<file path="src/rtl/rnh_pkg.sv">
// ----------------------------------------------------------------------------
// rnh_pkg
// Shared constants for the height-order rational successor block.
// ----------------------------------------------------------------------------
package rnh_pkg;

    // Width of every numeric field on the ports
    localparam int FIELD_W = 32;

    // Default internal word width
    localparam int DEFAULT_WIDTH = 32;

endpackage

</file>
<file path="src/rtl/rational_next_by_height.sv">
// ----------------------------------------------------------------------------
// rational_next_by_height
// Successor of a nonnegative fraction num/den in the height enumeration.
// ----------------------------------------------------------------------------
// Takes p/q and returns the next fraction ordered by height: q/p when
// 0 < p < q, else the first k/p with q < k <= p and k coprime to p, else
// 1/(p+1) (overflow set and next_den wrapped to 0 when p is all ones).
// One transaction is worked at a time. A direct case goes to ST_FINISH,
// which loads the output register once it is free; the block is ready
// again in the same cycle that the result shows. A search passes through
// ST_STEP for each candidate and then ST_GCD, one binary-gcd step per
// cycle; the fallback to 1/(p+1) passes ST_STEP once more, and ST_FINISH
// loads the output register. There are no candidates when q >= p.
// Otherwise the number of candidates is set by the run of integers just
// above q that share a factor with p, a few dozen at most for 32-bit words.
// A new transaction is accepted while the previous result still waits in
// the output register; a finished result holds the block busy until the
// output register is free.
// ----------------------------------------------------------------------------
module rational_next_by_height #(
    parameter int WIDTH = rnh_pkg::DEFAULT_WIDTH
) (
    input  logic                        aclk,
    input  logic                        aresetn,
    input  logic                        s_valid,
    output logic                        s_ready,
    input  logic [rnh_pkg::FIELD_W-1:0] s_num,
    input  logic [rnh_pkg::FIELD_W-1:0] s_den,
    output logic                        m_valid,
    input  logic                        m_ready,
    output logic [rnh_pkg::FIELD_W-1:0] m_next_num,
    output logic [rnh_pkg::FIELD_W-1:0] m_next_den,
    output logic                        m_overflow
);

    localparam int FW = rnh_pkg::FIELD_W;

    localparam logic [1:0] ST_IDLE   = 2'd0;
    localparam logic [1:0] ST_STEP   = 2'd1;
    localparam logic [1:0] ST_GCD    = 2'd2;
    localparam logic [1:0] ST_FINISH = 2'd3;

    logic [1:0]       state_reg, state_next;
    logic             m_valid_reg, m_valid_next;
    logic [WIDTH-1:0] p_reg, p_next;
    logic [WIDTH-1:0] q_reg, q_next;
    logic [WIDTH-1:0] a_reg, a_next;
    logic [WIDTH-1:0] b_reg, b_next;
    logic [WIDTH-1:0] res_num_reg, res_num_next;
    logic [WIDTH-1:0] res_den_reg, res_den_next;
    logic             res_ovf_reg, res_ovf_next;
    logic [FW-1:0]    out_num_reg, out_num_next;
    logic [FW-1:0]    out_den_reg, out_den_next;
    logic             out_ovf_reg, out_ovf_next;

    logic [WIDTH-1:0] in_p, in_q;
    logic [WIDTH:0]   diff_ab;
    logic [WIDTH-1:0] diff_ba;
    logic             accept, out_free;

    assign in_p     = WIDTH'(s_num);
    assign in_q     = WIDTH'(s_den);
    assign s_ready  = (state_reg == ST_IDLE);
    assign accept   = s_valid && s_ready;
    assign out_free = !m_valid_reg || m_ready;

    // Shared gcd unit: both differences of the odd operands
    assign diff_ab = {1'b0, a_reg} - {1'b0, b_reg};
    assign diff_ba = b_reg - a_reg;

    // Sequencer and datapath next values
    always_comb begin
        state_next   = state_reg;
        m_valid_next = m_valid_reg;
        p_next       = p_reg;
        q_next       = q_reg;
        a_next       = a_reg;
        b_next       = b_reg;
        res_num_next = res_num_reg;
        res_den_next = res_den_reg;
        res_ovf_next = res_ovf_reg;
        out_num_next = out_num_reg;
        out_den_next = out_den_reg;
        out_ovf_next = out_ovf_reg;

        // Drop the result once taken
        if (m_valid_reg && m_ready) begin
            m_valid_next = 1'b0;
        end

        case (state_reg)
            ST_IDLE: begin
                if (accept) begin
                    p_next = in_p;
                    q_next = in_q;
                    if (in_p != '0 && in_p < in_q) begin
                        res_num_next = in_q;
                        res_den_next = in_p;
                        res_ovf_next = 1'b0;
                        state_next   = ST_FINISH;
                    end else begin
                        state_next = ST_STEP;
                    end
                end
            end
            ST_STEP: begin
                // Advance to the next candidate or fall back to 1/(p+1)
                if (q_reg < p_reg) begin
                    q_next     = q_reg + WIDTH'(1);
                    a_next     = p_reg;
                    b_next     = q_reg + WIDTH'(1);
                    state_next = ST_GCD;
                end else begin
                    res_num_next = WIDTH'(1);
                    res_den_next = p_reg + WIDTH'(1);
                    res_ovf_next = (p_reg == '1);
                    state_next   = ST_FINISH;
                end
            end
            ST_GCD: begin
                // One binary gcd step per cycle
                if (!a_reg[0] && !b_reg[0]) begin
                    state_next = ST_STEP;
                end else if (!a_reg[0]) begin
                    a_next = a_reg >> 1;
                end else if (!b_reg[0]) begin
                    b_next = b_reg >> 1;
                end else if (diff_ab == '0) begin
                    if (a_reg == WIDTH'(1)) begin
                        res_num_next = q_reg;
                        res_den_next = p_reg;
                        res_ovf_next = 1'b0;
                        state_next   = ST_FINISH;
                    end else begin
                        state_next = ST_STEP;
                    end
                end else if (!diff_ab[WIDTH]) begin
                    a_next = diff_ab[WIDTH-1:0] >> 1;
                end else begin
                    b_next = diff_ba >> 1;
                end
            end
            ST_FINISH: begin
                // Hold until the output register is free
                if (out_free) begin
                    m_valid_next = 1'b1;
                    out_num_next = FW'(res_num_reg);
                    out_den_next = FW'(res_den_reg);
                    out_ovf_next = res_ovf_reg;
                    state_next   = ST_IDLE;
                end
            end
            default: begin
                state_next = ST_IDLE;
            end
        endcase
    end

    // Control registers
    always_ff @(posedge aclk) begin
        if (!aresetn) begin
            state_reg   <= ST_IDLE;
            m_valid_reg <= 1'b0;
        end else begin
            state_reg   <= state_next;
            m_valid_reg <= m_valid_next;
        end
    end

    // Payload registers
    always_ff @(posedge aclk) begin
        p_reg       <= p_next;
        q_reg       <= q_next;
        a_reg       <= a_next;
        b_reg       <= b_next;
        res_num_reg <= res_num_next;
        res_den_reg <= res_den_next;
        res_ovf_reg <= res_ovf_next;
        out_num_reg <= out_num_next;
        out_den_reg <= out_den_next;
        out_ovf_reg <= out_ovf_next;
    end

    assign m_valid    = m_valid_reg;
    assign m_next_num = out_num_reg;
    assign m_next_den = out_den_reg;
    assign m_overflow = out_ovf_reg;

endmodule

</file>
<file path="config.mk">
export PLATFORM = sky130hd
export DESIGN_NAME = rational_next_by_height
export DESIGN_NICKNAME = d
export VERILOG_FILES = /design/src/rtl/rnh_pkg.sv /design/src/rtl/rational_next_by_height.sv
export SDC_FILE = /design/constraint.sdc
export NUM_CORES = 1
export LEC_CHECK = 0
export ABC_AREA = 1
export BUFFER_PORTS_ARGS = -buffer_cell sky130_fd_sc_hd__buf_4
export CAP_MARGIN = 30
export CORE_UTILIZATION = 45
export CTS_CLUSTER_SIZE = 12
export DETAILED_ROUTE_END_ITERATION = 10
export GPL_TIMING_DRIVEN = 0
export SETUP_SLACK_MARGIN = 0.5
export SYNTH_ARGS = -nofsm -noshare
export SYNTH_HDL_FRONTEND = slang
export SYNTH_SLANG_ARGS = --single-unit
</file>
<file path="constraint.sdc">
create_clock -name aclk -period 21 [get_ports aclk]
set_clock_uncertainty 0.2 [all_clocks]
set_input_delay 6.3 -clock aclk [delete_from_list [all_inputs] [get_ports aclk]]
set_output_delay 6.3 -clock aclk [all_outputs]
set_load 0.01 [all_outputs]
</file>
Word-level counts from Yosys, hierarchy flattened

Cells that the tools add are included.

Register bits after elaboration: 261
Output and inout port bits: 67
Input port bits: 68

Magnitude comparators: 2
Reduce and logical (&&, ||, !) cells: 23
Eq/ne operators: 23
Add/subtract/negate cells: 4
Multiplexer cells: 56

Operators by type and width:

| kind                  | number |
|---|---|
| $mux 32               | 29 |
| $pmux 32 s2           | 3 |
| $pmux 32 s3           | 2 |
| $add 32x1->32 const B | 2 |
| $lt 32x32->1          | 2 |
| $logic_not 33->1      | 1 |
| $sub 32x32->33        | 1 |
| $eq 32x1->1 const B   | 1 |
| $eq 32x32->1 const B  | 1 |
| $reduce_bool 32->1    | 1 |
| $sub 32x32->32        | 1 |
| $ne 3x3->1 const B    | 8 |
| $mux 2                | 8 |
| $ne 2x2->1 const B    | 8 |
| $mux 1                | 12 |
| $reduce_and 6->1      | 2 |
| $reduce_and 9->1      | 1 |
| $pmux 2 s4            | 1 |
| $reduce_and 3->1      | 2 |
| $reduce_and 5->1      | 1 |
| $eq 2x2->1 const B    | 2 |
| $logic_and 1x1->1     | 4 |
| $ne 2x1->1 const B    | 2 |
| $reduce_and 2->1      | 2 |
| other kinds (8)       | 11 |

Depth between registers and ports, before layout

Depth after elaboration: 7
Mapped depth: 24

Least setup slack after synthesis

OpenSTA, ideal clock, no wires.

Path type: input -> register
From: in s_den[27] (netlist bit)
To: reg res_den_reg[0] (enable)
Library setup time: 0.510 ns
Arrival time: 10.652 ns
Setup slack: 9.639 ns
Cell stages on the path: 12
Data required time: 20.290 ns
Path buffers: 0
Cell sequence: inv_1 ha_1 a21oi_1 o21a_1 nor2_1 nor3_1 o21ai_0 a211oi_1 nand2_1 nand2_1 o211ai_1 a21oi_1

Longest elaborated chain between the ends: 4

Ends and longest elaborated chain:

| item                       | RTL line                       | RTL |
|---|---|---|
| start: declaration         | rational_next_by_height.sv:28  | `input logic [rnh_pkg::FIELD_W-1:0] s_den,` |
| $lt 32x32->1               | rational_next_by_height.sv:96  | `if (in_p != '0 && in_p < in_q) begin` |
| $logic_and 1x1->1          | rational_next_by_height.sv:96  |  |
| $ne 2x1->1 (no line)       | n/a                            |  |
| $reduce_and 9->1 (no line) | n/a                            |  |
| end signal: assignment     | rational_next_by_height.sv:177 | `res_den_reg <= res_den_next;` |
| end: declaration           | rational_next_by_height.sv:50  | `logic [WIDTH-1:0] res_den_reg, res_den_next;` |

No other way between the ends.
A chain may end at the register's enable or synchronous reset.

Final worst setup path

From: in s_den[27] (netlist bit)
To: reg res_num_reg[20] (enable)

Longest elaborated chain between the ends: 4

Ends and longest elaborated chain:

| item                       | RTL line                       | RTL |
|---|---|---|
| $lt 32x32->1               | rational_next_by_height.sv:96  |  |
| $logic_and 1x1->1          | rational_next_by_height.sv:96  |  |
| $ne 2x1->1 (no line)       | n/a                            |  |
| $reduce_and 9->1 (no line) | n/a                            |  |
| end signal: assignment     | rational_next_by_height.sv:176 | `res_num_reg <= res_num_next;` |
| end: declaration           | rational_next_by_height.sv:49  | `logic [WIDTH-1:0] res_num_reg, res_num_next;` |

No other way between the ends.

==> results.py <==
metrics = {
    "critical_path": {
        "crit_path_end_kind": "register",
        "crit_path_start_kind": "input pin",
        "critPathKind": "input pin to register",
        "crit_fanout": 27,
        "critical_path_arrival_ns": 9.33,
        "cp.required_ns": 21.05,
    },
    "synthesis": {
        "synth_edf_count": 258,
        "ys_types": 54,
        "synth_top_family_by_area": "simple AND/OR/NAND/NOR gates",
        "netlist_area_mm2": 0.0180,
        "syn-num-nets": 2318,
        "synthMuxAreaShare_pct": 0,
        "synth-simple-area-share_pct": 21.2,
        "synth_fa_ha_area_share_pct": 9.55,
        "yosys_warnings": 0,
        "ys_seq_area_share_pct": 43.4,
        "syn_inst": 2114,
        "synth_compound_area_share_pct": 13.3,
        "synthArstFlopShare_pct": 0,
        "yosys_register_bits": 261,
        "synth_ff_type": "edfxtp_1",
        "yosys.area_share.xor_xnor_pct": 3.60,
        "syn_area_per_cell_um2": 8.51,
    },
    "sta": {
        "timing.slew.headroom_pct": 41.6,
        "drv_slew": 0,
        "hold_viol_final": 0,
        "rsz0062_at_grt": "false",
        "tightest_slew_ns": 0.877,
        "tns_ns": 0,
        "finalSetupViolCount": 0,
        "clock.fmax_ghz": 0.108,
        "fin_crit_ns": 9.29,
        "period_share_pct": 44.2,
    },
    "clock_network": {
        "cts_buffer_depth": 3,
        "cts_buffers": 28,
        "clk_pin_slew_ns": 0.06,
        "clockRootBuffer": "clkbuf_16",
        "cts_tree": "yes",
        "clock_latency_ns": 0.56,
        "htreeDepth": 1,
        "postCtsSetupBuffers": 0,
        "post_cts_resize_count": 0,
        "hold_buffers": 0,
        "cts_sinks": 261,
    },
    "global_routing": {
        "grt_start_max_net_pins": 32,
        "use_met3_pct": 3.08,
        "grt_usage_pct": 30.3,
        "grt_pass1_wl_um": 92600,
        "overflow": 0,
        "top_usage_layer": "met2",
        "met1_usage_pct": 43.9,
        "use_met2_pct": 48.0,
        "grt_pass1_vias": 15200,
        "grt_antenna_before_repair": 0,
    },
    "finish": {
        "n_antenna_cell": 0,
        "drive_above_1_share_pct": 13.5,
        "synthToLayoutAreaGrowth_pct": 15.5,
        "nFillCells": 3701,
        "seq_area_mm2": 0.00781,
        "final_common_cell": "nand2_1",
        "multi_input_area_mm2": 0.00862,
        "nets": 2495,
        "layout_common_cells": "496 x nand2_1, 326 x inv_1, 258 x edfxtp_1, 138 x buf_4, 134 x ha_1",
    },
    "floorplanning": {
        "ioPinCount": 135,
        "placementRows": 72,
        "start_util_pct": 46.1,
        "die_w_um": 202,
        "design.core.area_mm2": 0.0390,
        "die_area_mm2": 0.0408,
        "die_h_um": 202,
    },
    "placement": {
        "hpwl_um": 50900,
        "place.gp.congestion": 0.962,
        "io_buffer_count": 134,
    },
    "detailed_routing": {
        "route.vias.total": 15900,
        "drc": 0,
        "ant_nets": 0,
        "viasPerCell": 5.61,
        "drt_wl_total_um": 62500,
        "drtIter0Drc": 1562,
        "drt_first_pass_iters": 6,
        "wire_per_inst_um": 22.1,
    },
    "outcome": {
        "status": "finished clean",
    },
    "worst_hold_path": {
        "hp-class": "register to register",
    },
    "job": {
        "drv_cap": 0,
    },
}
-- critical path: stages --
cell and delay [ns]:
buf_4 0.11, inv_1 0.09, ha_1 0.25, a21oi_1 0.19, o21a_1 0.15, nor2_1 0.04, nor3_1 0.14, o21ai_0 0.11
a211oi_1 0.45, nand2_1 0.22, nand2_1 0.14, o211ai_1 0.14, a21oi_4 0.69, buf_12 0.27
-- Yosys cell counts, types with 6 or more instances --
master	instances	area, µm²
buf_1	8	30.0
clkbuf_1	35	131
o211ai_1	16	120
nand3_2	6	60.1
a21oi_1	128	641
a21o_1	6	45.0
o221ai_2	10	150
inv_1	326	1220
inv_2	14	52.6
nand4_1	36	225
o21ai_0	107	536
nor3_1	27	135
nor2_4	13	146
nand2_2	27	169
nand3_1	79	395
ha_1	134	1680
a22oi_1	19	143
o21a_1	7	52.6
nand2_1	496	1860
nor2_1	108	405
o221ai_1	50	438
nor4_1	18	113
xor2_1	70	613
nor2_2	15	93.8
buf_2	14	70.1
edfxtp_1	258	7750
o22ai_1	20	125
-- path summary, 6_finish.rpt --
check / startpoint / to / slack, ns / cells after the start
setup reg to reg: a_reg[0] / res_num_reg[20] / 16.31 / 17
setup / recovery: s_den[27] / res_num_reg[20] / 11.71 / 14
hold reg to reg: res_den_reg[23] / m_next_den[23] / 0.22 / 0
hold / removal: res_den_reg[23] / m_next_den[23] / 0.22 / 0
-- stage by stage --
| step | cells | utilization (%) | instance area [µm²] | setup slack [ns] | hold slack, ns |
|---|---|---|---|---|---|
| 2_1_floorplan | 2114 | - | 18000 | 9.64 | 0.200 |
| 3_3_place_gp | 2766 | 50.3 | 19600 | 7.00 | 0.201 |
| 3_5_place_dp | 2777 | 50.9 | 19900 | 11.20 | 0.205 |
| 4_1_cts | 2826 | 53.2 | 20700 | 11.78 | 0.214 |
| 5_1_grt | 2828 | 53.2 | 20800 | 11.48 | 0.214 |
| 6_report | 2828 | 53.2 | 20800 | 11.71 | 0.215 |
-- metal layers --
metal	part of all wire, %	vias to the layer above	wire length [µm]
li1	-	7532	-
met1	46	7599	28400
met2	45	635	28300
met3	6.3	90	3970
met4	2.8	0	1750
met5	0	-	0
-- logic make-up (layout without fill, tap and decap cells) --
kind of cell,count (synthesis),count (layout)
AO/OA/AOI/OAI,383,383
XOR/XNOR,74,74
adder cells (fa/ha/maj),136,136
buffers and inverters,412,608
flip-flops,261,261
AND/OR/NAND/NOR,848,848
-- layout make-up --
class,instances,share of cell area [%]
Buffer,67,1.43
Clock inverter,8,0.458
Timing Repair Buffer,147,5.89
Multi-Input combinational cell,1441,41.5
Sequential cell,261,37.6
Clock buffer,41,3.76
Inverter,345,6.23
Tap cell,518,3.12
Power is not shown: default switching activity piles up to over one toggle a cycle in this logic, so the estimate is an artifact.
